--- config.mk ---
export PLATFORM = sky130hd
export DESIGN_NAME = cts_ctrl
export DESIGN_NICKNAME = d
export VERILOG_FILES = /design/src/hdl/cts_pkg.sv /design/src/hdl/cts_ctrl.sv
export SDC_FILE = /design/constraint.sdc
export NUM_CORES = 1
export LEC_CHECK = 0
export ABC_AREA = 1
export BUFFER_PORTS_ARGS = -buffer_cell sky130_fd_sc_hd__buf_2
export CAP_MARGIN = 20
export CORE_AREA = 2 2 39 41
export CTS_BUF_LIST = sky130_fd_sc_hd__clkbuf_4
export DETAILED_ROUTE_END_ITERATION = 6
export DIE_AREA = 0 0 41 43
export PLACE_DENSITY = 0.5
export REMOVE_ABC_BUFFERS = 1
export SETUP_SLACK_MARGIN = 0.3
export SYNTH_ARGS = -nofsm -noshare
export SYNTH_HDL_FRONTEND = slang
export SYNTH_SLANG_ARGS = --single-unit
--- constraint.sdc ---
create_clock -name clk -period 1.9 [get_ports clk]
set_input_delay 0.19 -clock clk [delete_from_list [all_inputs] [get_ports clk]]
set_output_delay 0.19 -clock clk [all_outputs]
set_load 0.02 [all_outputs]
--- src/hdl/cts_pkg.sv ---
package cts_pkg;

    // Fixed field widths
    localparam int TIME_W        = 16;
    localparam int PRI_W         = 8;
    localparam int SLOT_W        = 3;
    localparam int QUANT_W       = 8;
    localparam int TCOUNT_W      = 4;
    localparam int CFG_IDX_W     = 2;
    localparam int CFG_DATA_W    = 8;
    localparam int MAX_TASKS_DEF = 8;

    localparam logic [TIME_W-1:0]  TIME_MAX      = '1;
    localparam logic [QUANT_W-1:0] QUANTUM_RESET = 8'd2;

    // Request commands
    localparam logic CMD_TICK = 1'b0;
    localparam logic CMD_LOAD = 1'b1;

    // Scheduling policies
    localparam logic [1:0] POL_FCFS     = 2'd0;
    localparam logic [1:0] POL_RR       = 2'd1;
    localparam logic [1:0] POL_PRIO     = 2'd2;
    localparam logic [1:0] POL_RESERVED = 2'd3;

    // Configuration register indexes
    localparam logic [CFG_IDX_W-1:0] CFG_POLICY     = 2'd0;
    localparam logic [CFG_IDX_W-1:0] CFG_QUANTUM    = 2'd1;
    localparam logic [CFG_IDX_W-1:0] CFG_TASK_COUNT = 2'd2;

    typedef enum logic [2:0] {
        ST_IDLE,
        ST_SCAN,
        ST_POP,
        ST_EXEC,
        ST_EMIT
    } cts_state_t;

    // Controller to datapath
    typedef struct packed {
        logic start;
        logic scan_step;
        logic pop_step;
        logic exec;
        logic emit;
    } cts_cmd_t;

    // Datapath to controller
    typedef struct packed {
        logic in_load;
        logic scan_last;
        logic pop_need;
        logic pop_end;
        logic out_free;
    } cts_status_t;

endpackage

--- src/hdl/cts_ctrl.sv ---
module cts_ctrl import cts_pkg::*;
(
    input  logic        clk,
    input  logic        rst_n,
    input  logic        in_valid,
    output logic        in_ready,
    input  cts_status_t status,
    output cts_cmd_t    cmd
);

    cts_state_t state_reg;
    cts_state_t state_next;

    // State register
    always_ff @(posedge clk or negedge rst_n)
    begin
        if (!rst_n)
        begin
            state_reg <= ST_IDLE;
        end
        else
        begin
            state_reg <= state_next;
        end
    end

    // Next state and commands
    always_comb
    begin
        state_next = state_reg;
        cmd        = '0;
        in_ready   = 1'b0;
        case (state_reg)
            ST_IDLE:
            begin
                in_ready = 1'b1;
                if (in_valid)
                begin
                    cmd.start = 1'b1;
                    state_next = status.in_load ? ST_EMIT : ST_SCAN;
                end
            end
            ST_SCAN:
            begin
                cmd.scan_step = 1'b1;
                if (status.scan_last)
                begin
                    state_next = status.pop_need ? ST_POP : ST_EXEC;
                end
            end
            ST_POP:
            begin
                if (status.pop_end)
                begin
                    state_next = ST_EXEC;
                end
                else
                begin
                    cmd.pop_step = 1'b1;
                end
            end
            ST_EXEC:
            begin
                cmd.exec   = 1'b1;
                state_next = ST_EMIT;
            end
            ST_EMIT:
            begin
                if (status.out_free)
                begin
                    cmd.emit   = 1'b1;
                    state_next = ST_IDLE;
                end
            end
            default:
            begin
                state_next = ST_IDLE;
            end
        endcase
    end

endmodule

# == Word-level counts from Yosys, hierarchy flattened ==
# Index checks and enable logic that the tools add are counted.
# classes
n_eq_ne,8
reduce_logical,2
n_mux,16
# ops
operator,count
$mux 3,5
$pmux 3 s5,1
$mux 1,10
$ne 2x2->1 const B,4
$eq 3x2->1 const B,2
$reduce_and 4->1,1
$eq 3x1->1 const B,1
$eq 3x3->1 const B,1
$logic_not 3->1,1
# word_totals
ff_bits,3
in_bits,8
output_inout_bits,6

# == Logic depth before layout (Yosys ltp) ==
# Gate-level depths: netlist of run 1.
# depth
ltp_word,3
mapped_depth,7

# == Least setup slack after synthesis of run 1 ==
# Ideal clock, no wire load.
# synth_timing
path_type,register -> output
start,reg state_reg[2]
end,out cmd[0] (netlist bit)
path_stages_with_launch,3
arrival_time_ns,1.188
setup_slack_ns,0.522
path_cell_list,dfrtp_1 -> inv_2 -> nor4_1
# synth_rtl
element,line_no,source
"start, declared",cts_ctrl.sv:11,cts_state_t state_reg;
"start signal, assigned",cts_ctrl.sv:23,state_reg <= state_next;
"end, declared",cts_ctrl.sv:8,output cts_cmd_t cmd

==> flow_metrics.py, run 1 <==
metrics = {
    "layout": {
        "syn_to_final_growth_pct": 47.06,
        "largest_reg_flops": 3,
        "mostFrequentLayoutCells": "13 x nand2_1, 13 x buf_2, 10 x inv_1, 5 x nand3_2, 4 x clkbuf_4",
        "diodes": 0,
        "fin_nets": 70,
        "drive_above_1_share_pct": 45.90,
    },
    "clock_tree": {
        "cts.sinks": 3,
        "cts_tree": "built",
        "htree_num_levels": 1,
        "clkTransAtPathRegs_ns": 0.03,
        "clk_latency_ns": 0.23,
        "cts_max_path_buffers": 2,
        "root_buffer": "clkbuf_4",
        "cts_buffers": 3,
    },
    "timing": {
        "fin_crit_sh_pct": 73.77,
        "worstMarginPinSlew_ns": 0.2525,
        "worst_clock_skew_ns": 0.0008831,
        "finalSetupViolCount": 0,
        "hold_violations": 0,
        "fin_tns_setup_ns": 0,
        "timing.final.ws_setup_ns": 0.4984,
        "rsz0062_at_grt": "false",
        "max_freq_mhz": 713.5,
        "fin_crit_ns": 1.402,
        "drv_slew": 0,
        "relSlewSlack_pct": 83.17,
    },
    "setup_path": {
        "setup.worst_path.end_class": "primary output",
        "cp_max_fo": 6,
        "worstPathCellList": "nor2_4 > nand2_1 > nor2_1 > buf_2",
        "cp.required_ns": 1.71,
        "cpMaxStageDelayCell": "dfrtp_1",
        "timing.rr.end": "state_reg[0]",
        "reg2reg_from": "state_reg[1]",
        "worst_r2r_path_depth": 7,
        "crit_family": "flip-flops",
        "path_class": "flop to primary output",
        "critical_path.max_stage_delay_ns": 0.45,
        "reg2reg_slack_ns": 0.78,
        "start_kind": "flop",
        "crit_start": "state_reg[1]",
        "crit_arrival_ns": 1.21,
        "cp.buffers_inverters": 1,
    },
    "global_route": {
        "grt_use_total_pct": 8.258,
        "grt_pass1_vias": 267,
        "grt_max_degree": 7,
        "overflow": 0,
        "grt_pass1_wl_um": 966,
        "antenna_found_initial": 0,
    },
    "pwr": {
        "leakagePower_nw": 0.2633,
        "peakVddDrop_mv": 0.4101,
        "powerDensity_mw_per_mm2": 1492,
    },
    "route": {
        "wirelength_um": 590,
        "firstDrtPassIters": 3,
        "via_per_inst": 3.857,
        "wl_per_cell_um": 7.662,
        "vias": 297,
        "detail_route.iter0.violations": 2,
        "drtAntennaViolNets": 0,
        "drc": 0,
    },
    "die": {
        "core_mm2": 0.001384,
        "initial_utilization_pct": 19.98,
        "die_h_um": 43,
        "rows": 14,
        "ios": 14,
        "die_w_um": 41,
        "dieArea_mm2": 0.001763,
    },
    "worst_hold_path": {
        "hp-start": "status[0]",
        "min_to": "state_reg[2]",
        "worstHoldPathType": "primary input to flop",
        "hold_path_depth": 4,
    },
    "synth": {
        "avgSynthCellArea_um2": 6.431,
        "synth_cell_types": 11,
        "syn-cell-area_um2": 276.5,
        "ys.warnings.count": 0,
        "post_synth_inst_count": 43,
        "synth_seq_cells": 3,
        "seq_area_frac_synth_pct": 27.15,
    },
    "job": {
        "drv_cap": 0,
    },
    "placement": {
        "port_buffers": 13,
        "dp_hpwl_um": 509.3,
        "dp_slack_ns": 0.6901,
        "place_congestion": 0.7750,
    },
    "status": {
        "outcome": "finished clean",
    },
}
logic make-up after synthesis:
| group | after synthesis | share of synthesized area (%) |
|---|---|---|
| AO/OA/AOI/OAI | 1 | 2.264 |
| buffers and inverters | 12 | 16.29 |
| flip-flops | 3 | 27.15 |
| AND/OR/NAND/NOR | 27 | 54.30 |
area by class of cell:
class | instances | area (µm²)
tap | 16 | 20.02
inverter | 12 | 45.04
timing repair buffer | 14 | 75.07
fill | 166 | 977.2
multi-input combinational | 28 | 161.4
clock buffer | 4 | 30.03
sequential | 3 | 75.07
cell usage after synthesis:
library cell | instances | share of area, %
dfrtp_1 | 3 | 27
inv_1 | 10 | 14
inv_2 | 2 | 2.7
nand2_1 | 13 | 18
nand3_1 | 1 | 1.8
nand3_2 | 5 | 18
nor2_1 | 3 | 4.1
nor2_2 | 3 | 6.8
nor3_2 | 1 | 3.6
nor4_1 | 1 | 2.3
o22ai_1 | 1 | 2.3
metrics by stage:
stage | util (%) | total power, W | instances | hold slack (ns) | instance area (µm²)
floorplan | - | 0.0003886 | 43 | -0.1056 | 276.5
global placement | 26.13 | 0.0004778 | 72 | -0.01190 | 361.6
detailed placement | 26.13 | 0.0004764 | 72 | -0.01166 | 361.6
CTS | 29.02 | 0.0006046 | 77 | 0.2496 | 401.6
global route | 29.39 | 0.0006855 | 77 | 0.2526 | 406.6
finish | 29.39 | 0.0006068 | 77 | 0.2462 | 406.6
power by group:
group	internal [W]	switching [W]	total (W)
clock	0.0000927	0.0000294	0.000122
sequential	0.0000909	0.0000430	0.000134
combinational	0.000122	0.000229	0.000351
tightest hold or removal path, stage by stage:
cell,delay [ns]
buf_2,0.07
inv_1,0.05
nand3_2,0.07
nand2_1,0.05
layer usage:
| layer | routed length, µm | track usage [%] |
|---|---|---|
| met1 | 270 | 10.06 |
| met2 | 262 | 11.25 |
| met3 | 57 | 3.141 |
| met4 | 0 | 6.000 |
| met5 | 0 | 0 |
worst max-delay path by stage:
stage          endpoint  slack, ns  cells after the start
6_report         cmd[4]       0.50                      4
4_1_cts          cmd[4]       0.44                      4
5_1_grt          cmd[2]       0.35                      5
2_1_floorplan    cmd[0]       0.52                      2
3_3_place_gp     cmd[4]       0.67                      4
3_5_place_dp     cmd[4]       0.69                      4
repair_timing:
item / 4_1_cts / 5_1_grt
gates resized for setup: 0 / 1
buffers inserted: 0 / 0
setup endpoints to repair: 0 / 1
hold buffers: 1 / 0
hold endpoints to repair: 3 / 0
(Power assumes the default switching activity.)
==> inputs of run 2 (changes only) <==
==> constraint.sdc (replaced) <==
create_clock -name clk -period 1.4 [get_ports clk]
set_input_delay 0.14 -clock clk [delete_from_list [all_inputs] [get_ports clk]]
set_output_delay 0.14 -clock clk [all_outputs]
set_load 0.02 [all_outputs]
==> run 2 against run 1 <==
Against the previous run: register-to-register slack got worse by 0.51 ns; via count increased by 8.4%; global-route usage increased by 2.2 points; wire length increased by 15%; critical path depth decreased by 2; worst hold slack got worse by 0.048 ns; first-iteration DRC count increased to 6.5 times the previous value; sequential power increased by 49%; final cell count increased by 5.2%; worst setup slack got worse by 0.37 ns; highest routed layer unchanged.
==> flow_metrics.py, run 2 (same netlist as run 1, synthesis figures left out) <==
metrics = {
    "setup_path": {
        "start_kind": "flop",
        "crit_arrival_ns": 1.14,
        "cpMaxStageDelayCell": "dfrtp_2",
        "setup.worst_path.end_class": "primary output",
        "cp.buffers_inverters": 1,
        "critical_path.max_stage_delay_ns": 0.45,
        "path_class": "flop to primary output",
        "crit_family": "flip-flops",
        "cp_max_fo": 5,
        "cp.required_ns": 1.26,
        "worstPathCellList": "nor4_2 > buf_4",
    },
    "global_route": {
        "antenna_found_initial": 0,
        "grt_pass1_vias": 324,
        "grt_pass1_wl_um": 1207,
        "grt_max_degree": 7,
        "grt_use_total_pct": 10.47,
        "overflow": 0,
    },
    "pwr": {
        "leakagePower_nw": 0.2791,
        "peakVddDrop_mv": 0.7688,
        "powerDensity_mw_per_mm2": 2120,
    },
    "timing": {
        "drv_slew": 0,
        "fin_crit_sh_pct": 91.07,
        "finalSetupViolCount": 0,
        "worst_clock_skew_ns": 0.003476,
        "worstMarginPinSlew_ns": 0.2138,
        "rsz0062_at_grt": "true",
        "hold_violations": 0,
        "fin_crit_ns": 1.275,
        "max_freq_mhz": 784.3,
        "fin_tns_setup_ns": 0,
        "relSlewSlack_pct": 85.67,
    },
    "die": {
        "rows": 14,
        "initial_utilization_pct": 19.98,
        "core_mm2": 0.001384,
        "dieArea_mm2": 0.001763,
        "die_w_um": 41,
        "die_h_um": 43,
        "ios": 14,
    },
    "status": {
        "outcome": "finished clean",
    },
    "layout": {
        "stdcell_count": 81,
        "final-seq-area_um2": 78.83,
        "filler_cell_count": 158,
        "largest_reg_flops": 3,
        "syn_to_final_growth_pct": 76.92,
        "fin_nets": 74,
        "design_area_um2": 489.2,
        "drive_above_1_share_pct": 67.69,
        "diodes": 0,
        "multi_input_area_um2": 185.2,
        "mostFrequentLayoutCells": "10 x nand2_1, 8 x buf_4, 7 x inv_1, 7 x buf_2, 5 x nand3_2",
        "layout_commonest_cell": "nand2_1",
    },
    "route": {
        "routed.top_layer": "met3",
        "dr_wl_met3_um": 48,
        "wirelength_um": 681,
        "drtAntennaViolNets": 0,
        "drc": 0,
        "wl_met1_um": 314,
        "detail_route.iter0.violations": 13,
        "firstDrtPassIters": 2,
        "vias": 322,
        "via_per_inst": 3.975,
        "wl_per_cell_um": 8.407,
        "wl_met2_um": 318,
    },
    "clock_tree": {
        "root_buffer": "clkbuf_4",
        "cts.sinks": 3,
        "cts_tree": "built",
        "clk_latency_ns": 0.23,
        "clkTransAtPathRegs_ns": 0.04,
        "cts_buffers": 3,
        "htree_num_levels": 1,
        "cts_max_path_buffers": 2,
    },
    "placement": {
        "port_buffers": 13,
        "dpl.cell_count": 72,
        "dp_hpwl_um": 509.5,
        "place_congestion": 0.7753,
        "place_area_um2": 361.6,
    },
    "worst_hold_path": {
        "worstHoldPathType": "primary input to flop",
    },
    "job": {
        "drv_cap": 0,
    },
}
## run 2: changes by cell type in the layout (fill, tap and decap cells not counted), sizes merged
| cell | change |
|---|---|
| buf | +4 |
## run 2: repair_timing
item                                   4_1_cts  5_1_grt
pin swaps                                    4        0
gates resized for setup                     14        9
setup buffers                                4        0
setup endpoints to repair                    9        9
hold buffers                                 1        0
endpoints found under the hold margin        3        0
## run 2: final timing paths
kind	start	to	slack, ns	cells past startpoint
setup / recovery	state_reg[1]	cmd[0]	0.12	2
hold / removal	status[3]	state_reg[0]	0.20	4
setup reg to reg	state_reg[1]	state_reg[0]	0.27	7
hold reg to reg	state_reg[2]	state_reg[2]	0.63	2
max in group asynchronous	rst_n	state_reg[1]	1.04	2
min in group asynchronous	rst_n	state_reg[0]	0.24	2
## run 2: power by group
group | leakage [nW] | internal [W] | switching, W
Sequential | 0.0347 | 0.000130 | 0.0000690
Clock | 0.0184 | 0.000126 | 0.0000439
Combinational | 0.226 | 0.000301 | 0.000367
## run 2: worst register-to-register path: stages (launching register included)
cell	delay, ns
dfrtp_2	0.45
buf_4	0.16
nor2_2	0.10
nand3_2	0.09
nand2_2	0.08
nor2_2	0.04
nand2_1	0.05
nand2_1	0.05
## run 2: through the flow
stage | setup slack [ns] | hold WS, ns | power, W | util (%)
after floorplan | 0.07243 | -0.1556 | 0.0005274 | -
after global placement | 0.2248 | -0.06190 | 0.0006484 | 26.13
after detailed placement | 0.2378 | -0.06096 | 0.0006438 | 26.13
after CTS | 0.1098 | 0.1875 | 0.0009992 | 33.73
after global routing | 0.05182 | 0.2041 | 0.001148 | 35.35
final | 0.1250 | 0.1977 | 0.001037 | 35.35
## run 2: layout make-up
class                           count  share of cell area (%)
Inverter                           12                   9.719
Timing Repair Buffer               18                   26.09
Tap cell                           16                   4.092
Multi-Input combinational cell     28                   37.85
Clock buffer                        4                   6.138
Sequential cell                     3                   16.11
## run 2: layer usage
layer / GRT usage [%] / up-vias
met5: 0 / -
met4: 4.000 / 0
met3: 7.853 / 0
met2: 13.44 / 10
met1: 12.99 / 139
li1: - / 173
==> inputs of run 3 (changes only) <==
--- a/config.mk
+++ b/config.mk
@@ -8,10 +8,10 @@
 export ABC_AREA = 1
 export BUFFER_PORTS_ARGS = -buffer_cell sky130_fd_sc_hd__buf_2
 export CAP_MARGIN = 20
-export CORE_AREA = 2 2 39 41
+export CORE_AREA = 3 3 40 42
 export CTS_BUF_LIST = sky130_fd_sc_hd__clkbuf_4
 export DETAILED_ROUTE_END_ITERATION = 6
-export DIE_AREA = 0 0 41 43
+export DIE_AREA = 0 0 43 45
 export PLACE_DENSITY = 0.5
 export REMOVE_ABC_BUFFERS = 1
 export SETUP_SLACK_MARGIN = 0.3
==> run 3 against run 2 <==
Against the previous run: worst setup slack improved by 0.0042 ns; critical endpoint is now cmd[2]; non-clock buffer count increased by 5; utilization increased by 7.1 points; critical path depth increased by 3; total power increased by 10%; via count increased by 6.8%; fmax increased by 0.33%; worst hold slack got worse by 0.027 ns; clock skew decreased by 0.0026 ns; largest cell class unchanged; global-route usage decreased by 0.39 points.
==> flow_metrics.py, run 3 (same netlist as run 1, synthesis figures left out) <==
metrics = {
    "die": {
        "initial_utilization_pct": 21.52,
        "rows": 13,
        "core_mm2": 0.001285,
        "die_w_um": 43,
        "ios": 14,
        "die_h_um": 45,
        "dieArea_mm2": 0.001935,
    },
    "route": {
        "drtAntennaViolNets": 0,
        "wl_per_cell_um": 9.153,
        "detail_route.iter0.violations": 2,
        "wirelength_um": 778,
        "vias": 344,
        "drc": 0,
        "via_per_inst": 4.047,
        "firstDrtPassIters": 2,
    },
    "clock_tree": {
        "cts.sinks": 3,
        "cts_max_path_buffers": 2,
        "clk_latency_ns": 0.23,
        "cts_tree": "built",
        "cts_buffers": 3,
        "htree_num_levels": 1,
        "root_buffer": "clkbuf_4",
        "clkTransAtPathRegs_ns": 0.04,
    },
    "placement": {
        "dp_hpwl_um": 537.3,
        "port_buffers": 13,
        "place_congestion": 0.7417,
        "dpl.cell_count": 71,
        "dp_slack_ns": 0.2480,
    },
    "layout": {
        "stdcell_count": 85,
        "mostFrequentLayoutCells": "11 x nand2_1, 11 x buf_4, 9 x inv_1, 7 x buf_2, 5 x nand3_2",
        "filler_cell_count": 130,
        "drive_above_1_share_pct": 64.29,
        "syn_to_final_growth_pct": 97.29,
        "largest_reg_flops": 3,
        "fin_nets": 79,
        "diodes": 0,
    },
    "timing": {
        "hold_violations": 0,
        "worst_clock_skew_ns": 0.0009162,
        "finalSetupViolCount": 0,
        "relSlewSlack_pct": 87.00,
        "timing.final.ws_setup_ns": 0.1292,
        "fin_crit_ns": 1.271,
        "worstMarginPinSlew_ns": 0.1944,
        "fin_crit_sh_pct": 90.77,
        "drv_slew": 0,
        "max_freq_mhz": 786.9,
        "rsz0062_at_grt": "true",
        "fin_tns_setup_ns": 0,
    },
    "pwr": {
        "p_int_w": 0.0006228,
        "comb_power_share_pct": 66.8,
        "swShare_pct": 45.62,
        "leakagePower_nw": 0.3107,
        "p_switching_w": 0.0005224,
        "power_frac_seq_pct": 18.2,
        "powerDensity_mw_per_mm2": 2099,
        "peakVddDrop_mv": 0.6719,
        "clockPowerShare_pct": 15.1,
    },
    "global_route": {
        "antenna_found_initial": 0,
        "grt_use_total_pct": 10.08,
        "grt_max_degree": 7,
        "grt_pass1_vias": 357,
        "grt_pass1_wl_um": 1435,
        "overflow": 0,
    },
    "setup_path": {
        "cp_max_fo": 5,
        "path_class": "flop to primary output",
        "cp.required_ns": 1.26,
        "start_kind": "flop",
        "setup.worst_path.end_class": "primary output",
        "crit_arrival_ns": 1.13,
    },
    "status": {
        "outcome": "finished clean",
    },
    "job": {
        "drv_cap": 0,
    },
    "worst_hold_path": {
        "worstHoldPathType": "primary input to flop",
    },
}
run 3: cell count changes in the layout (fill, tap and decap cells not counted), sizes merged:
cell | before | now
buf | 17 | 22
run 3: final cells by class:
cell class,instances,area (µm²),area share [%]
clock buffers,4,30.03,5.505
well taps,15,18.77,3.440
multi-input cells,28,195.2,35.78
repair buffers,23,172.7,31.65
flip-flops and latches,3,78.83,14.45
inverters,12,50.05,9.174
run 3: what timing repair did:
action | 4_1_cts | 5_1_grt
setup buffers | 5 | 4
gates resized for setup | 13 | 11
pin swaps | 4 | 4
setup endpoints to repair | 9 | 9
endpoints found under the hold margin | 3 | 0
hold buffers | 1 | 0
run 3: routing by layer:
| layer | vias up | share of wire, % | wire [µm] | global-route usage, % |
|---|---|---|---|---|
| met3 | 2 | 4.6 | 36 | 3.586 |
| met1 | 153 | 37 | 285 | 10.63 |
| met5 | - | 0 | 0 | 0 |
| met4 | 0 | 2.3 | 18 | 6.024 |
| li1 | 181 | - | - | - |
| met2 | 8 | 56 | 438 | 17.37 |
run 3: through the flow:
stage	cell area (µm²)	hold slack, ns	total power, W	util (%)
5_1_grt	545.5	0.1770	0.001253	42.45
4_1_cts	470.5	0.1773	0.0009826	36.61
3_5_place_dp	360.3	-0.06337	0.0006522	28.04
6_report	545.5	0.1706	0.001145	42.45
2_1_floorplan	276.5	-0.1556	0.0005274	-
3_3_place_gp	360.3	-0.06304	0.0006532	28.04
run 3: power groups by stage:
stage	clock, W	combinational [W]	sequential, W
after floorplan	0	0.000361	0.000166
after global routing	0.000192	0.000844	0.000217
after global placement	0	0.000480	0.000174
after CTS	0.000177	0.000616	0.000190
after detailed placement	0	0.000475	0.000177
final	0.000173	0.000765	0.000208
run 3: path summary, 6_finish.rpt:
kind / startpoint / end / slack [ns] / cells after the start
hold / removal: status[3] / state_reg[0] / 0.17 / 4
max in group asynchronous: rst_n / state_reg[0] / 1.06 / 2
hold reg to reg: state_reg[2] / state_reg[2] / 0.75 / 3
setup / recovery: state_reg[1] / cmd[2] / 0.13 / 5
min in group asynchronous: rst_n / state_reg[2] / 0.23 / 2
setup reg to reg: state_reg[1] / state_reg[1] / 0.18 / 8
run 3: critical path, stage by stage (launching register included):
cell and delay [ns]:
dfrtp_2 0.43, inv_1 0.07, nor2_2 0.13, nand3_2 0.10
inv_2 0.06, buf_6 0.10
