## config.mk

```make
export PLATFORM = sky130hd
export DESIGN_NAME = cts_datapath
export DESIGN_NICKNAME = d
export VERILOG_FILES = /design/src/hdl/cts_pkg.sv /design/src/hdl/cts_datapath.sv
export SDC_FILE = /design/constraint.sdc
export NUM_CORES = 1
export LEC_CHECK = 0
export BUFFER_PORTS_ARGS = -buffer_cell sky130_fd_sc_hd__buf_4
export CAP_MARGIN = 20
export CORE_ASPECT_RATIO = 0.7
export CORE_MARGIN = 1.5
export CORE_UTILIZATION = 35
export CTS_BUF_LIST = sky130_fd_sc_hd__clkbuf_16
export DETAILED_ROUTE_END_ITERATION = 7
export GPL_ROUTABILITY_DRIVEN = 0
export RECOVER_POWER = 50
export SLEW_MARGIN = 40
export SYNTH_ARGS = -nofsm -noshare
export SYNTH_HDL_FRONTEND = slang
export SYNTH_SLANG_ARGS = --single-unit
```

## constraint.sdc

```tcl
create_clock -name clk -period 13.3 [get_ports clk]
set_input_delay 0 -clock clk [delete_from_list [all_inputs] [get_ports clk]]
set_output_delay 0 -clock clk [all_outputs]
set_load 0.01 [all_outputs]
```

## src/hdl/cts_pkg.sv

```systemverilog
package cts_pkg;

    // Fixed field widths
    localparam int TIME_W        = 16;
    localparam int PRI_W         = 8;
    localparam int SLOT_W        = 3;
    localparam int QUANT_W       = 8;
    localparam int TCOUNT_W      = 4;
    localparam int CFG_IDX_W     = 2;
    localparam int CFG_DATA_W    = 8;
    localparam int MAX_TASKS_DEF = 8;

    localparam logic [TIME_W-1:0]  TIME_MAX      = '1;
    localparam logic [QUANT_W-1:0] QUANTUM_RESET = 8'd2;

    // Request commands
    localparam logic CMD_TICK = 1'b0;
    localparam logic CMD_LOAD = 1'b1;

    // Scheduling policies
    localparam logic [1:0] POL_FCFS     = 2'd0;
    localparam logic [1:0] POL_RR       = 2'd1;
    localparam logic [1:0] POL_PRIO     = 2'd2;
    localparam logic [1:0] POL_RESERVED = 2'd3;

    // Configuration register indexes
    localparam logic [CFG_IDX_W-1:0] CFG_POLICY     = 2'd0;
    localparam logic [CFG_IDX_W-1:0] CFG_QUANTUM    = 2'd1;
    localparam logic [CFG_IDX_W-1:0] CFG_TASK_COUNT = 2'd2;

    typedef enum logic [2:0] {
        ST_IDLE,
        ST_SCAN,
        ST_POP,
        ST_EXEC,
        ST_EMIT
    } cts_state_t;

    // Controller to datapath
    typedef struct packed {
        logic start;
        logic scan_step;
        logic pop_step;
        logic exec;
        logic emit;
    } cts_cmd_t;

    // Datapath to controller
    typedef struct packed {
        logic in_load;
        logic scan_last;
        logic pop_need;
        logic pop_end;
        logic out_free;
    } cts_status_t;

endpackage

```

## src/hdl/cts_datapath.sv

```systemverilog
module cts_datapath import cts_pkg::*;
#(
    parameter int MAX_TASKS = MAX_TASKS_DEF,
    localparam int IDX_W = $clog2(MAX_TASKS),
    localparam int CNT_W = $clog2(MAX_TASKS + 1)
)
(
    input  logic                  clk,
    input  logic                  rst_n,
    input  logic                  cfg_we,
    input  logic [CFG_IDX_W-1:0]  cfg_index,
    input  logic [CFG_DATA_W-1:0] cfg_wdata,
    input  logic                  in_command,
    input  logic [SLOT_W-1:0]     in_slot_index,
    input  logic [TIME_W-1:0]     in_arrival,
    input  logic [TIME_W-1:0]     in_burst,
    input  logic [PRI_W-1:0]      in_priority,
    input  cts_cmd_t              cmd,
    output cts_status_t           status,
    input  logic                  out_ready,
    output logic                  out_valid,
    output logic [TIME_W-1:0]     out_time_now,
    output logic                  out_running_valid,
    output logic [SLOT_W-1:0]     out_running_slot,
    output logic                  out_done_valid,
    output logic [TIME_W-1:0]     out_turnaround,
    output logic [TIME_W-1:0]     out_waiting,
    output logic                  out_all_done
);

    // Configuration
    logic [1:0]          policy_reg;
    logic [QUANT_W-1:0]  quantum_reg;
    logic [TCOUNT_W-1:0] task_count_reg;

    // Slot tables (undefined until loaded)
    logic [TIME_W-1:0] slot_arrival_reg   [MAX_TASKS];
    logic [TIME_W-1:0] slot_burst_reg     [MAX_TASKS];
    logic [TIME_W-1:0] slot_remaining_reg [MAX_TASKS];
    logic [PRI_W-1:0]  slot_priority_reg  [MAX_TASKS];
    logic              slot_done_reg      [MAX_TASKS];
    logic [IDX_W-1:0]  ring_reg           [MAX_TASKS];
    logic              slot_queued_reg    [MAX_TASKS];

    // Scheduler state
    logic [TIME_W-1:0]  clock_reg;
    logic [IDX_W-1:0]   head_reg;
    logic [CNT_W-1:0]   count_reg;
    logic [IDX_W-1:0]   run_slot_reg;
    logic               run_flag_reg;
    logic [QUANT_W-1:0] slice_reg;

    // Per-request working state
    logic               item_load_reg;
    logic [IDX_W-1:0]   scan_idx_reg;
    logic               best_found_reg;
    logic [IDX_W-1:0]   best_idx_reg;
    logic               pop_found_reg;
    logic [IDX_W-1:0]   pop_slot_reg;
    logic               res_run_reg;
    logic [IDX_W-1:0]   res_slot_reg;
    logic               res_done_reg;
    logic [TIME_W-1:0]  res_turn_reg;
    logic [TIME_W-1:0]  res_wait_reg;

    // Output register
    logic               out_valid_reg;
    logic [TIME_W-1:0]  out_time_reg;
    logic               out_run_reg;
    logic [SLOT_W-1:0]  out_slot_reg;
    logic               out_done_reg;
    logic [TIME_W-1:0]  out_turn_reg;
    logic [TIME_W-1:0]  out_wait_reg;
    logic               out_all_reg;

    logic [1:0]          pol;
    logic                is_rr;
    logic                is_prio;
    logic                is_fcfs;
    logic [CNT_W-1:0]    n_use;
    logic                all_done;
    logic                load_ok;
    logic [IDX_W-1:0]    load_idx;
    logic                run_stale;

    logic [IDX_W-1:0]    si;
    logic                scan_elig;
    logic                scan_push;
    logic                scan_take;
    logic                scan_last;

    logic [IDX_W-1:0]    head_slot;
    logic                pop_hit;
    logic [IDX_W-1:0]    head_inc;

    logic                sel_valid;
    logic [IDX_W-1:0]    sel;
    logic                slice_clear;
    logic [TIME_W-1:0]   rem_dec;
    logic                finish;
    logic [TIME_W-1:0]   done_at;
    logic [TIME_W-1:0]   turn;
    logic [TIME_W-1:0]   wait_t;
    logic [QUANT_W-1:0]  slice_base;
    logic [QUANT_W-1:0]  slice_inc;
    logic [QUANT_W-1:0]  q_eff;
    logic                expire;

    logic                push_en;
    logic [IDX_W-1:0]    push_slot;
    logic [IDX_W:0]      push_sum;
    logic [IDX_W-1:0]    push_pos;

    // Policy decode and slots in use
    always_comb
    begin
        pol     = (policy_reg == POL_RESERVED) ? POL_FCFS : policy_reg;
        is_rr   = (pol == POL_RR);
        is_prio = (pol == POL_PRIO);
        is_fcfs = (pol == POL_FCFS);
        if (int'(task_count_reg) > MAX_TASKS)
        begin
            n_use = CNT_W'(MAX_TASKS);
        end
        else
        begin
            n_use = CNT_W'(task_count_reg);
        end
    end

    // Every slot in use has completed
    always_comb
    begin
        all_done = 1'b1;
        for (int i = 0; i < MAX_TASKS; i++)
        begin
            if (CNT_W'(i) < n_use && !slot_done_reg[i])
            begin
                all_done = 1'b0;
            end
        end
    end

    assign load_ok   = (int'(in_slot_index) < MAX_TASKS);
    assign load_idx  = IDX_W'(in_slot_index);
    assign run_stale = run_flag_reg &&
                       (CNT_W'(run_slot_reg) >= n_use || slot_done_reg[run_slot_reg]);

    // Slot scan, one slot a cycle
    always_comb
    begin
        si        = scan_idx_reg;
        scan_last = (scan_idx_reg == IDX_W'(MAX_TASKS - 1));
        scan_elig = (CNT_W'(si) < n_use) && !slot_done_reg[si] &&
                    (slot_arrival_reg[si] <= clock_reg);
        scan_push = scan_elig && !slot_queued_reg[si] &&
                    !(run_flag_reg && run_slot_reg == si);
        scan_take = scan_elig &&
                    (!best_found_reg ||
                     (is_prio && slot_priority_reg[si] < slot_priority_reg[best_idx_reg]) ||
                     (is_fcfs && slot_arrival_reg[si] < slot_arrival_reg[best_idx_reg]));
    end

    // Ring head pop, stale entries dropped
    always_comb
    begin
        head_slot = ring_reg[head_reg];
        pop_hit   = (CNT_W'(head_slot) < n_use) && !slot_done_reg[head_slot];
        head_inc  = (head_reg == IDX_W'(MAX_TASKS - 1)) ? '0 : head_reg + 1'b1;
    end

    // Selection and one tick of execution
    always_comb
    begin
        slice_clear = 1'b0;
        if (is_rr)
        begin
            sel_valid = run_flag_reg || pop_found_reg;
            sel       = run_flag_reg ? run_slot_reg : pop_slot_reg;
            slice_clear = !run_flag_reg;
        end
        else if (run_flag_reg)
        begin
            sel_valid = 1'b1;
            sel       = run_slot_reg;
            if (is_prio && best_found_reg &&
                slot_priority_reg[best_idx_reg] < slot_priority_reg[run_slot_reg])
            begin
                sel         = best_idx_reg;
                slice_clear = 1'b1;
            end
        end
        else
        begin
            sel_valid   = best_found_reg;
            sel         = best_idx_reg;
            slice_clear = 1'b1;
        end

        rem_dec = (slot_remaining_reg[sel] == '0) ? '0 : slot_remaining_reg[sel] - 1'b1;
        finish  = (rem_dec == '0);
        done_at = (clock_reg == TIME_MAX) ? TIME_MAX : clock_reg + 1'b1;
        turn    = (done_at >= slot_arrival_reg[sel]) ? done_at - slot_arrival_reg[sel] : '0;
        wait_t  = (turn >= slot_burst_reg[sel]) ? turn - slot_burst_reg[sel] : '0;

        slice_base = slice_clear ? '0 : slice_reg;
        slice_inc  = slice_base + 1'b1;
        q_eff      = (quantum_reg == '0) ? QUANT_W'(1) : quantum_reg;
        expire     = is_rr && (slice_inc >= q_eff);
    end

    // Ring tail push
    always_comb
    begin
        push_en   = 1'b0;
        push_slot = si;
        if (cmd.scan_step && is_rr && scan_push)
        begin
            push_en = 1'b1;
        end
        else if (cmd.exec && sel_valid && !finish && expire)
        begin
            push_en   = 1'b1;
            push_slot = sel;
        end
        if (count_reg >= CNT_W'(MAX_TASKS))
        begin
            push_en = 1'b0;
        end
        push_sum = (IDX_W+1)'(head_reg) + (IDX_W+1)'(count_reg);
        if (push_sum >= (IDX_W+1)'(MAX_TASKS))
        begin
            push_sum = push_sum - (IDX_W+1)'(MAX_TASKS);
        end
        push_pos = push_sum[IDX_W-1:0];
    end

    // Status to controller
    always_comb
    begin
        status.in_load   = (in_command == CMD_LOAD);
        status.scan_last = scan_last;
        status.pop_need  = is_rr && !run_flag_reg;
        status.pop_end   = (count_reg == '0) || pop_found_reg;
        status.out_free  = !out_valid_reg || out_ready;
    end

    // Slot tables and ring storage
    always_ff @(posedge clk)
    begin
        if (cmd.start && in_command == CMD_LOAD && load_ok)
        begin
            slot_arrival_reg[load_idx]   <= in_arrival;
            slot_burst_reg[load_idx]     <= in_burst;
            slot_remaining_reg[load_idx] <= in_burst;
            slot_priority_reg[load_idx]  <= in_priority;
            slot_done_reg[load_idx]      <= 1'b0;
        end
        if (cmd.exec && sel_valid)
        begin
            slot_remaining_reg[sel] <= rem_dec;
            if (finish)
            begin
                slot_done_reg[sel] <= 1'b1;
            end
        end
        if (push_en)
        begin
            ring_reg[push_pos] <= push_slot;
        end
    end

    // Queued flags
    always_ff @(posedge clk or negedge rst_n)
    begin
        if (!rst_n)
        begin
            for (int i = 0; i < MAX_TASKS; i++)
            begin
                slot_queued_reg[i] <= 1'b0;
            end
        end
        else
        begin
            if (push_en)
            begin
                slot_queued_reg[push_slot] <= 1'b1;
            end
            if (cmd.pop_step && count_reg != '0)
            begin
                slot_queued_reg[head_slot] <= 1'b0;
            end
        end
    end

    // Control and scheduler state
    always_ff @(posedge clk or negedge rst_n)
    begin
        if (!rst_n)
        begin
            policy_reg     <= POL_FCFS;
            quantum_reg    <= QUANTUM_RESET;
            task_count_reg <= '0;
            clock_reg      <= '0;
            head_reg       <= '0;
            count_reg      <= '0;
            run_slot_reg   <= '0;
            run_flag_reg   <= 1'b0;
            slice_reg      <= '0;
            item_load_reg  <= 1'b0;
            scan_idx_reg   <= '0;
            best_found_reg <= 1'b0;
            best_idx_reg   <= '0;
            pop_found_reg  <= 1'b0;
            pop_slot_reg   <= '0;
            res_run_reg    <= 1'b0;
            res_slot_reg   <= '0;
            res_done_reg   <= 1'b0;
            res_turn_reg   <= '0;
            res_wait_reg   <= '0;
            out_valid_reg  <= 1'b0;
        end
        else
        begin
            // configuration writes
            if (cfg_we)
            begin
                case (cfg_index)
                    CFG_POLICY:     policy_reg     <= cfg_wdata[1:0];
                    CFG_QUANTUM:    quantum_reg    <= cfg_wdata;
                    CFG_TASK_COUNT: task_count_reg <= cfg_wdata[TCOUNT_W-1:0];
                    default:        ;
                endcase
            end

            // new request
            if (cmd.start)
            begin
                item_load_reg  <= (in_command == CMD_LOAD);
                scan_idx_reg   <= '0;
                best_found_reg <= 1'b0;
                pop_found_reg  <= 1'b0;
                if (in_command == CMD_TICK && run_stale)
                begin
                    run_flag_reg <= 1'b0;
                end
            end

            // scan step
            if (cmd.scan_step)
            begin
                if (!scan_last)
                begin
                    scan_idx_reg <= scan_idx_reg + 1'b1;
                end
                if (scan_take)
                begin
                    best_found_reg <= 1'b1;
                    best_idx_reg   <= si;
                end
            end

            // ring count and head
            if (cmd.pop_step && count_reg != '0)
            begin
                head_reg  <= head_inc;
                count_reg <= count_reg - 1'b1;
                if (pop_hit)
                begin
                    pop_found_reg <= 1'b1;
                    pop_slot_reg  <= head_slot;
                end
            end
            else if (push_en)
            begin
                count_reg <= count_reg + 1'b1;
            end

            // execute one tick
            if (cmd.exec)
            begin
                if (clock_reg != TIME_MAX)
                begin
                    clock_reg <= clock_reg + 1'b1;
                end
                res_run_reg  <= sel_valid;
                res_slot_reg <= sel;
                res_done_reg <= sel_valid && finish;
                res_turn_reg <= turn;
                res_wait_reg <= wait_t;
                slice_reg    <= slice_base;
                if (sel_valid)
                begin
                    if (finish)
                    begin
                        run_flag_reg <= 1'b0;
                        slice_reg    <= '0;
                    end
                    else
                    begin
                        run_flag_reg <= !expire;
                        run_slot_reg <= sel;
                        if (is_rr)
                        begin
                            slice_reg <= expire ? '0 : slice_inc;
                        end
                    end
                end
            end

            // output handshake
            if (cmd.emit)
            begin
                out_valid_reg <= 1'b1;
            end
            else if (out_ready)
            begin
                out_valid_reg <= 1'b0;
            end
        end
    end

    // Output payload
    always_ff @(posedge clk)
    begin
        if (cmd.emit)
        begin
            out_time_reg <= clock_reg;
            out_all_reg  <= all_done;
            out_run_reg  <= !item_load_reg && res_run_reg;
            out_slot_reg <= item_load_reg || !res_run_reg ? '0 : SLOT_W'(res_slot_reg);
            out_done_reg <= !item_load_reg && res_done_reg;
            out_turn_reg <= (!item_load_reg && res_done_reg) ? res_turn_reg : '0;
            out_wait_reg <= (!item_load_reg && res_done_reg) ? res_wait_reg : '0;
        end
    end

    assign out_valid         = out_valid_reg;
    assign out_time_now      = out_time_reg;
    assign out_running_valid = out_run_reg;
    assign out_running_slot  = out_slot_reg;
    assign out_done_valid    = out_done_reg;
    assign out_turnaround    = out_turn_reg;
    assign out_waiting       = out_wait_reg;
    assign out_all_done      = out_all_reg;

endmodule

```

# [Yosys cells after proc, flatten, opt, wreduce, memory -nomap -nowiden]
# Memory sizes are Yosys's and may differ from the RTL's.
# Index checks and enable logic that the tools add are counted.
[op_classes] n_addsub=11 n_lt_le_gt_ge=26 n_eq_ne=10 n_mux=65 bitwise_logic=8 n_reduce_logical=78
[op_table] op="16-bit two-way mux" count=4
[op_table] op="8-bit two-way mux" count=8
[op_table] op="1-bit logical AND" count=35
[op_table] op="1-bit two-way mux" count=35
[op_table] op="3-bit two-way mux" count=11
[op_table] op="16-bit greater-or-equal comparator" count=2
[op_table] op="16-bit logical NOT" count=2
[op_table] op="16-bit subtractor" count=2
[op_table] op="4-bit greater-or-equal comparator (second input constant)" count=5
[op_table] op="1-bit logical NOT" count=19
[op_table] op="16-bit by 1-bit adder with 16-bit output (second input constant)" count=1
[op_table] op="16-bit equality test (second input constant)" count=1
[op_table] op="16-bit <= comparator" count=1
[op_table] op="16-bit less-than comparator" count=1
[op_table] op="3-bit by 4-bit less-than comparator with 1-bit output (first input constant)" count=4
[op_table] op="8-bit less-than comparator" count=2
[op_table] op="16-bit != test (second input constant)" count=1
[op_table] op="16-bit by 1-bit subtractor with 16-bit output (second input constant)" count=1
[op_table] op="4-bit two-way mux" count=3
[op_table] op="3-bit inverter with 4-bit output" count=3
[op_table] op="2-bit AND reduction" count=6
[op_table] op="8-bit by 1-bit adder with 8-bit output (second input constant)" count=1
[op_table] op="8-bit bitwise AND" count=1
[op_table] op="8-bit greater-or-equal comparator" count=1
[op_table] op="29 further kinds" count=48
[word_totals] regBits=161 ramBits=480 inputBits=63 output_inout_bits=60 word_cells=240 n_memories=6
[memory_table] name="slot_arrival_reg" words=8 word_bits=16 rd=3 rd_clocked_by_memory_dff=0 wr=1 line_no="cts_datapath.sv:37" source="logic [TIME_W-1:0] slot_arrival_reg [MAX_TASKS];"
[memory_table] name="slot_burst_reg" words=8 word_bits=16 rd=1 rd_clocked_by_memory_dff=0 wr=1 line_no="cts_datapath.sv:38" source="logic [TIME_W-1:0] slot_burst_reg [MAX_TASKS];"
[memory_table] name="slot_remaining_reg" words=8 word_bits=16 rd=1 rd_clocked_by_memory_dff=0 wr=2 line_no="cts_datapath.sv:39" source="logic [TIME_W-1:0] slot_remaining_reg [MAX_TASKS];"
[memory_table] name="slot_priority_reg" words=8 word_bits=8 rd=3 rd_clocked_by_memory_dff=0 wr=1 line_no="cts_datapath.sv:40" source="logic [PRI_W-1:0] slot_priority_reg [MAX_TASKS];"
[memory_table] name="ring_reg" words=8 word_bits=3 rd=1 rd_clocked_by_memory_dff=0 wr=1 line_no="cts_datapath.sv:42" source="logic [IDX_W-1:0] ring_reg [MAX_TASKS];"
[memory_table] name="slot_done_reg" words=8 word_bits=1 rd=11 rd_clocked_by_memory_dff=0 wr=2 line_no="cts_datapath.sv:41" source="logic slot_done_reg [MAX_TASKS];"

# [Depth between registers and ports, before layout]
# Gate-level depths: netlist of the first run.
# An unclocked memory read counts as a cell.
[logic_depth] word_depth=26 depth_mapped=48 depth_no_buf=39

# [Worst setup path before layout of the first run]
# No wires, ideal clock.
[synth_path] path_type="reg-to-reg" start="register best_idx_reg[0]" end="register res_wait_reg[15]" setup_ns=0.101 arrival_time_ns=10.771 t_required_ns=13.199 slack_ns=2.428 path_stages_with_launch=48 path_buffers=10 period_less_slack_ns=10.872 path_cell_list="dfrtp_1 > buf_1 > buf_1 > mux4_2 > mux2i_1 > inv_1 > ha_1 > nor4bb_1 > o211ai_1 > or4b_1 > buf_2 > nand4_1 > nand3_1 > clkbuf_1 > buf_2 > buf_2 > buf_2 > clkbuf_1 > (+12 left out) > o311a_1 > o31ai_1 > nand2_1 > a21oi_1 > clkbuf_1 > or2_2 > ha_1 > inv_1 > a21o_1 > a21o_1 > a21o_1 > maj3_1 > a21oi_1 > o2111a_1 > nor3_1 > o31a_1 > o21a_1 > o32ai_1"
[synth_via] elab_chain_cells=11 word_cells_on_any_way=14 cone_classes="2 x add/sub; 3 x order compare; 5 x mux; 1 x reduce/logical; 3 x memory"
[synth_lines] item="start, declared" line_no="cts_datapath.sv:57" source="logic [IDX_W-1:0] best_idx_reg;"
[synth_lines] item="start signal, assigned" line_no="cts_datapath.sv:359" source="best_idx_reg <= si;"
[synth_lines] item="memory read 8 x 8 bit"
[synth_lines] item="8-bit less-than comparator" line_no="cts_datapath.sv:187" source="slot_priority_reg[best_idx_reg] < slot_priority_reg[run_slot_reg])"
[synth_lines] item="1-bit logical AND" line_no="cts_datapath.sv:186" source="if (is_prio && best_found_reg &&"
[synth_lines] item="3-bit two-way mux" line_no="cts_datapath.sv:186"
[synth_lines] item="3-bit two-way mux (*)" line_no="cts_datapath.sv:182" source="else if (run_flag_reg)"
[synth_lines] item="3-bit two-way mux (*)" line_no="cts_datapath.sv:176" source="if (is_rr)"
[synth_lines] item="memory read 8 x 16 bit"
[synth_lines] item="16-bit subtractor / 16-bit greater-or-equal comparator (equally long branches)" line_no="cts_datapath.sv:203" source="turn = (done_at >= slot_arrival_reg[sel]) ? done_at - slot_arrival_reg[sel] : '0;"
[synth_lines] item="16-bit two-way mux" line_no="cts_datapath.sv:203"
[synth_lines] item="16-bit subtractor / 16-bit greater-or-equal comparator (equally long branches)" line_no="cts_datapath.sv:204" source="wait_t = (turn >= slot_burst_reg[sel]) ? turn - slot_burst_reg[sel] : '0;"
[synth_lines] item="16-bit two-way mux (*)" line_no="cts_datapath.sv:204"
[synth_lines] item="end signal, assigned" line_no="cts_datapath.sv:390" source="res_wait_reg <= wait_t;"
[synth_lines] item="end, declared" line_no="cts_datapath.sv:64" source="logic [TIME_W-1:0] res_wait_reg;"
# Mark *: on every way between the ends. The rest lies on a longest branch, timed or not.
# A chain may end at the register's enable or synchronous reset.

# [Final worst setup path of the first run]
[layout_path] start="register best_idx_reg[0]" end="register res_wait_reg[15]"
[layout_via] elab_chain_cells=11 word_cells_on_any_way=14 cone_classes="2 x add/sub; 3 x order compare; 5 x mux; 1 x reduce/logical; 3 x memory"
[layout_lines] item="memory read 8 x 8 bit"
[layout_lines] item="8-bit less-than comparator" line_no="cts_datapath.sv:187"
[layout_lines] item="1-bit logical AND" line_no="cts_datapath.sv:186"
[layout_lines] item="3-bit two-way mux" line_no="cts_datapath.sv:186"
[layout_lines] item="3-bit two-way mux (*)" line_no="cts_datapath.sv:182"
[layout_lines] item="3-bit two-way mux (*)" line_no="cts_datapath.sv:176"
[layout_lines] item="memory read 8 x 16 bit (*)"
[layout_lines] item="16-bit subtractor / 16-bit greater-or-equal comparator (equally long branches)" line_no="cts_datapath.sv:203"
[layout_lines] item="16-bit two-way mux (*)" line_no="cts_datapath.sv:203"
[layout_lines] item="net turn[1]" line_no="cts_datapath.sv:102" source="logic [TIME_W-1:0] turn;"
[layout_lines] item="16-bit subtractor / 16-bit greater-or-equal comparator (equally long branches)" line_no="cts_datapath.sv:204"
[layout_lines] item="16-bit two-way mux (*)" line_no="cts_datapath.sv:204"
# The timed path passes the listed nets; every way through them passes the cells marked *.

==> run_results.csv, run 1 <==
group,metric,value,unit
die,io_pins,123,
yosys,seq_area_frac_synth,55.97,%
yosys,syn_nets,2789,
yosys,synth_top_cell_area_share,47.45,%
routing,dr.first_iter.drc_count,3223,
power,sw_frac_of_total,42.91,%
clocking,cts_buffers,66,
power,switching_power,3.839,mW
power,leakagePower,13.96,nW
grt,grt_pass1_wl,149.7,mm
cells_and_area,drive_above_1_share,15.96,%
sta,tns,0,ns
sta,tightest_slew,3.599,ns
critical_path,crit_arrival,11.75,ns
yosys,synth_edf_count,526,
yosys,ys_types,89,
clocking,postCtsSetupBuffers,0,
yosys,synthArstFlopShare,16.69,%
power,power_density,233.5,nW/µm²
grt,grt_max_degree,64,
sta,relSlewSlack,-139.9,%
critical_path,path_max_fanout,37,
yosys,ys_ff_latch,641,
sta,max_clock_freq,88.97,MHz
clocking,clk_pin_slew_worst_paths,0.07,ns
sta,min_period,11.24,ns
routing,vias,23488,
power,vdd_drop_max,0.0001184,V
clocking,htreeDepth,3,
routing,ant_nets,0,
critical_path,slowest_delay,0.66,ns
yosys,yosys_warnings,0,
grt,antenna_found_initial,9,
yosys,synthTopCellsByArea,"edfxtp_1 47%, mux4_2 8.4%, dfrtp_1 8.0%, nand2_1 4.4%, ha_1 4.0%",
critical_path,crit_path_top_delay_cell,"and2_1",
critical_path,worst_setup_path_start_kind,"flop",
sta,slew_viol_final,277,
cells_and_area,fin_area,38330,µm²
routing,drc_errors,0,
clocking,clock_latency,0.63,ns
critical_path,setup.worst_path.class,"reg -> reg",
placed_design,place_area,35760,µm²
routing,first_pass_iters,8,
routing,wl,101.7,mm
worst_hold_path,hold_path_class,"in -> reg",
grt,grt_pass1_vias,22296,
clocking,ctsHoldBuffers,72,
grt,grt_overflow,0,
yosys,yosysTopAreaCell,"edfxtp_1",
critical_path,required,13.81,ns
outcome,failed_checks,"capacitance limit, slew limit",
sta,rsz0062_at_grt,"no",
sta,finalSetupViolCount,0,
sta,final_hold_viol_count,0,
yosys,synth_cells,2615,
power,comb_power_share,49.3,%
clocking,cts_num_sinks,641,
yosys,netlist_area,33290,µm²
power,power_frac_seq,29.1,%
placed_design,dp_hpwl,68.05,mm
outcome,status,"complete, but fails checks",
clocking,cts_resized,0,
clocking,cts_tree,"built",
sta,period_share,84.51,%
die,rows,94,
critical_path,cp-end-kind,"flop",
clocking,cts_root_buf,"clkbuf_16",
cells_and_area,nets,2974,
routing,vias_per_cell,5.729,
power,power_frac_clock,21.7,%
clocking,cts_buffer_depth,3,
cells_and_area,syn2layout_area_growth,15.12,%
routing,avgRoutedWirePerCell,24.81,µm
die,die-area,97010,µm²
placed_design,io_buffers,122,
die,core,94090,µm²
power,power.internal,5.108,mW
die,initial_core_util,35.38,%
die,die_w,371.6,µm
grt,grt.total_usage,20.82,%
flow_run,drv_cap,6,
die,die_h,261.0,µm
sta,skew,0.03555,ns
yosys,ys.flop_type,"edfxtp_1",
critical_path,path_buf_inv,6,
yosys,syn_avg_cell_area,12.73,µm²
critical_path,path_delay_family,"compound AO/OA/AOI/OAI gates",
==> per-stage QoR <==
step                      std cells  hold slack (ns)  power [mW]  util, %  setup slack, ns
after floorplan                2615          -0.2956       5.424        -            2.428
after global placement         3906          0.08690       6.882    37.95            2.579
after detailed placement       3908          0.09760       6.906    38.01            2.449
after CTS                      4099           0.1256       8.875    41.13            2.330
after global routing           4099           0.1621       9.415    40.73            1.368
final                          4100           0.1800       8.947    40.73            2.061
==> worst paths after layout <==
path	startpoint	to	slack [ns]	cells after the start
setup / recovery	best_idx_reg[0]	res_wait_reg[15]	2.06	40
hold / removal	cfg_wdata[7]	quantum_reg[7]	0.18	3
setup reg to reg	best_idx_reg[0]	res_wait_reg[15]	2.06	40
max in group asynchronous	rst_n	scan_idx_reg[0]	7.37	4
min in group asynchronous	rst_n	clock_reg[5]	1.28	3
hold reg to reg	res_run_reg	res_run_reg	0.49	1
==> worst register-to-register path, delay by kind of cell, from the launching register on <==
family                     cells  cell delay, ns
buffers and inverters          6            1.26
and+or+nand+nor                8            2.06
muxes                          2            0.81
adders and majority gates      5            1.70
DFF                            1            0.65
AOI/OAI and AO/OA             19            4.65
==> per-layer routing <==
metal | vias up | share of wire, % | global-route usage, %
met3 | 155 | 12 | 7.404
met1 | 11711 | 46 | 31.35
met5 | - | 0.22 | 1.058
met2 | 1222 | 40 | 28.08
li1 | 10380 | - | -
met4 | 20 | 2.0 | 4.901
==> layout make-up <==
class | count | area (µm²)
Timing Repair Buffer | 257 | 1703
Clock inverter | 50 | 488.0
Tap cell | 1248 | 1562
Inverter | 88 | 330.3
Multi-Input combinational cell | 1746 | 13870
Clock buffer | 69 | 1727
Antenna cell | 1 | 2.502
Fill cell | 8837 | 55760
Sequential cell | 641 | 18650
==> logic make-up (layout without fill, tap and decap cells) <==
| logic type | after synthesis | count (layout) | synth area share [%] |
|---|---|---|---|
| flip-flops | 641 | 641 | 55.97 |
| XOR/XNOR | 64 | 64 | 1.684 |
| other | 0 | 1 | 0 |
| adder cells (fa/ha/maj) | 113 | 113 | 4.322 |
| multiplexers | 300 | 300 | 14.06 |
| AO/OA/AOI/OAI | 460 | 460 | 9.520 |
| AND/OR/NAND/NOR | 809 | 809 | 11.79 |
| buffers and inverters | 228 | 464 | 2.653 |
==> cell usage in the layout (no fill, tap or decap), types with 71 or more instances in the layout <==
cell type / count
dfrtp_1: 99
ha_1: 107
edfxtp_1: 526
nand2_1: 376
dlygate4sd3_1: 71
mux2i_1: 82
buf_4: 78
nor2_1: 83
inv_1: 91
clkbuf_1: 106
mux4_2: 124
mux2_2: 90
o21ai_0: 88
==> power by group through the flow <==
stage	Combinational (mW)	Clock, mW	Sequential (mW)
after floorplan	2.92	0	2.51
after global placement	4.25	0	2.63
after detailed placement	4.27	0	2.63
after CTS	4.32	1.96	2.59
after global routing	4.75	2.04	2.62
final	4.41	1.94	2.60
==> cell usage after synthesis, types with 19 or more instances <==
library cell / number
a22oi_1: 69
nand3_1: 47
o22ai_1: 60
clkbuf_1: 105
a21o_1: 28
nor2b_1: 19
ha_1: 107
mux2i_1: 82
nand2b_1: 24
and3_1: 25
inv_1: 88
a21oi_1: 54
and2_1: 44
edfxtp_1: 526
mux4_2: 124
dfrtp_1: 106
nor3_1: 57
xnor2_1: 47
nand4_1: 25
nor2_1: 88
mux2_2: 90
o21ai_0: 90
buf_1: 24
nand2_1: 389
Note: power is estimated with default switching activity, not from simulation.
==> run 2, diff against run 1 <==
clock period = 9.4 ns   (was 13.3 ns; I/O delays follow)
==> run 2 against run 1 <==
The run still ends with capacitance limit, slew limit left. Clock power up 27%. Via count up 0.98%. Combinational power up 51%. Register-to-register slack worse by 1.7 ns. Count of clock-buffer cells in the layout down 7. Critical path depth unchanged. Total power up 43%. Clock skew down 0.0087 ns. Largest cell class unchanged.
==> run_results.csv, run 2 (same netlist as run 1, synthesis figures left out) <==
group,metric,value,unit
critical_path,worstReg2RegStart,"best_idx_reg[0]",
placed_design,io_buffers,122,
die,die-area,97010,µm²
critical_path,timing.rr.end,"res_wait_reg[15]",
cells_and_area,final_cells,4151,
clocking,cts_buffers,61,
sta,final_hold_viol_count,0,
die,die_w,371.6,µm
clocking,clk_pin_slew_worst_paths,0.06,ns
outcome,status,"complete, but fails checks",
die,initial_core_util,35.38,%
sta,min_period,9.027,ns
power,switching_power,5.553,mW
cells_and_area,syn2layout_area_growth,16.18,%
critical_path,r2r_slack,0.37,ns
worst_hold_path,hold_path_class,"in -> reg",
placed_design,dpl.cell_count,3943,
power,sw_frac_of_total,43.44,%
grt,grt_pass1_vias,22494,
clocking,cts_num_sinks,641,
die,die_h,261.0,µm
worst_hold_path,holdPathStages,3,
power,leakagePower,14.13,nW
routing,vias,23718,
power,power.internal,7.232,mW
flow_run,drv_cap,5,
sta,max_clock_freq,110.8,MHz
power,vdd_drop_max,0.0002662,V
placed_design,dp_hpwl,70.71,mm
routing,first_pass_iters,5,
grt,grt_pass1_wl,152.8,mm
critical_path,slowest_delay,0.55,ns
power,power_frac_clock,19.3,%
critical_path,path_max_fanout,6,
critical_path,worst_setup_path_start_kind,"flop",
cells_and_area,final_common_cell,"edfxtp_1",
routing,vias_per_cell,5.714,
routing,ant_nets,0,
sta,tightest_slew,3.683,ns
clocking,cts_buffer_depth,3,
worst_hold_path,worstHoldEndpoint,"quantum_reg[0]",
outcome,failed_checks,"capacitance limit, slew limit",
critical_path,rr_worst_depth,40,
critical_path,path_buf_inv,5,
clocking,htreeDepth,2,
placed_design,place_area,36080,µm²
routing,avgRoutedWirePerCell,25.13,µm
critical_path,cp-end-kind,"flop",
critical_path,setup.worst_path.class,"reg -> reg",
worst_hold_path,hp-start,"cfg_we",
die,io_pins,123,
routing,drc_errors,0,
grt,antenna_found_initial,9,
critical_path,crit_path_top_delay_cell,"mux4_2",
power,power_frac_seq,28.7,%
routing,dr.first_iter.drc_count,2863,
sta,skew,0.02685,ns
clocking,clock_latency,0.66,ns
die,core,94090,µm²
die,rows,94,
cells_and_area,drive_above_1_share,17.83,%
cells_and_area,fin_area,38680,µm²
routing,wl,104.3,mm
sta,period_share,96.03,%
clocking,cts_root_buf,"clkbuf_16",
sta,slew_viol_final,246,
grt,grt.total_usage,21.20,%
power,power_density,330.6,nW/µm²
power,comb_power_share,52.0,%
cells_and_area,fillers,8828,
cells_and_area,utilization,41.11,%
grt,grt_overflow,0,
cells_and_area,nets,3024,
critical_path,required,9.95,ns
critical_path,path_delay_family,"compound AO/OA/AOI/OAI gates",
cells_and_area,final_cell_mix,"526 x edfxtp_1, 371 x nand2_1, 125 x buf_4",
grt,grt_max_degree,66,
clocking,cts_tree,"built",
critical_path,crit_arrival,9.58,ns
sta,relSlewSlack,-145.6,%
sta,finalSetupViolCount,0,
## run 2: cell types whose count changed in the layout (fill, tap and decap cells not counted), moves of 4 or more
cell	before	now
a21oi_1	53	49
buf_4	78	125
clkbuf_16	69	63
clkinv_1	10	18
clkinv_2	13	8
dlygate4sd3_1	71	75
nand2_1	376	371
nand2_2	13	18
nor2_1	83	79
## run 2: final cells by class
| class | count | area (µm²) | share of cell area (%) |
|---|---|---|---|
| Tap cell | 1248 | 1562 | 4.037 |
| Clock inverter | 51 | 392.9 | 1.016 |
| Inverter | 88 | 330.3 | 0.8540 |
| Timing Repair Buffer | 312 | 2210 | 5.713 |
| Antenna cell | 3 | 7.507 | 0.01941 |
| Sequential cell | 641 | 18650 | 48.22 |
| Multi-Input combinational cell | 1746 | 13970 | 36.13 |
| Clock buffer | 62 | 1551 | 4.011 |
## run 2: routing by layer
layer	part of all wire [%]	up-vias	global-route usage, %
met5	0.039	-	0
met4	1.6	8	4.438
met3	12	108	7.103
met2	39	1227	28.38
met1	47	11850	32.68
li1	-	10525	-
## run 2: worst max-delay path by stage
stage	start	to	slack, ns	cells after the start
after global routing	best_idx_reg[0]	res_wait_reg[15]	-0.05	41
after detailed placement	best_idx_reg[0]	res_wait_reg[15]	-0.27	38
after floorplan	best_idx_reg[1]	res_wait_reg[15]	0.001	48
final	best_idx_reg[0]	res_wait_reg[15]	0.37	40
after CTS	best_idx_reg[0]	res_wait_reg[15]	0.09	38
after global placement	best_idx_reg[0]	res_wait_reg[15]	-0.007	37
## run 2: power groups by stage
stage / combinational, mW / sequential, mW / clock [mW]
after floorplan: 4.18 / 3.55 / 0
after global placement: 6.30 / 3.73 / 0
after detailed placement: 6.30 / 3.73 / 0
after CTS: 6.38 / 3.67 / 2.51
after global routing: 7.15 / 3.69 / 2.62
final: 6.65 / 3.67 / 2.47
## run 2: worst register-to-register path, delay by kind of cell (launching register included)
| kind | cells | cell delay, ns |
|---|---|---|
| AOI/OAI and AO/OA | 18 | 3.58 |
| DFF | 1 | 0.47 |
| and+or+nand+nor | 10 | 1.95 |
| muxes | 2 | 0.72 |
| adders and majority gates | 5 | 1.52 |
| buffers and inverters | 5 | 0.69 |
## run 2: timing repair
action,in CTS,in global routing
pin swaps,0,14
endpoints found under the hold margin,623,0
setup buffers,0,15
gates cloned,0,1
setup endpoints to repair,16,16
gates resized for setup,3,25
hold buffers,76,0
## run 2: through the flow
step	TNS [ns]	worst slack (ns)	hold WS (ns)	power, mW
after floorplan	0	0.001484	-0.2956	7.731
after global placement	-0.006617	-0.006617	0.1700	10.02
after detailed placement	-2.636	-0.2683	0.04570	10.03
after CTS	0	0.08874	0.004407	12.56
after global routing	-0.09725	-0.05324	0.02726	13.47
final	0	0.3731	0.03188	12.79
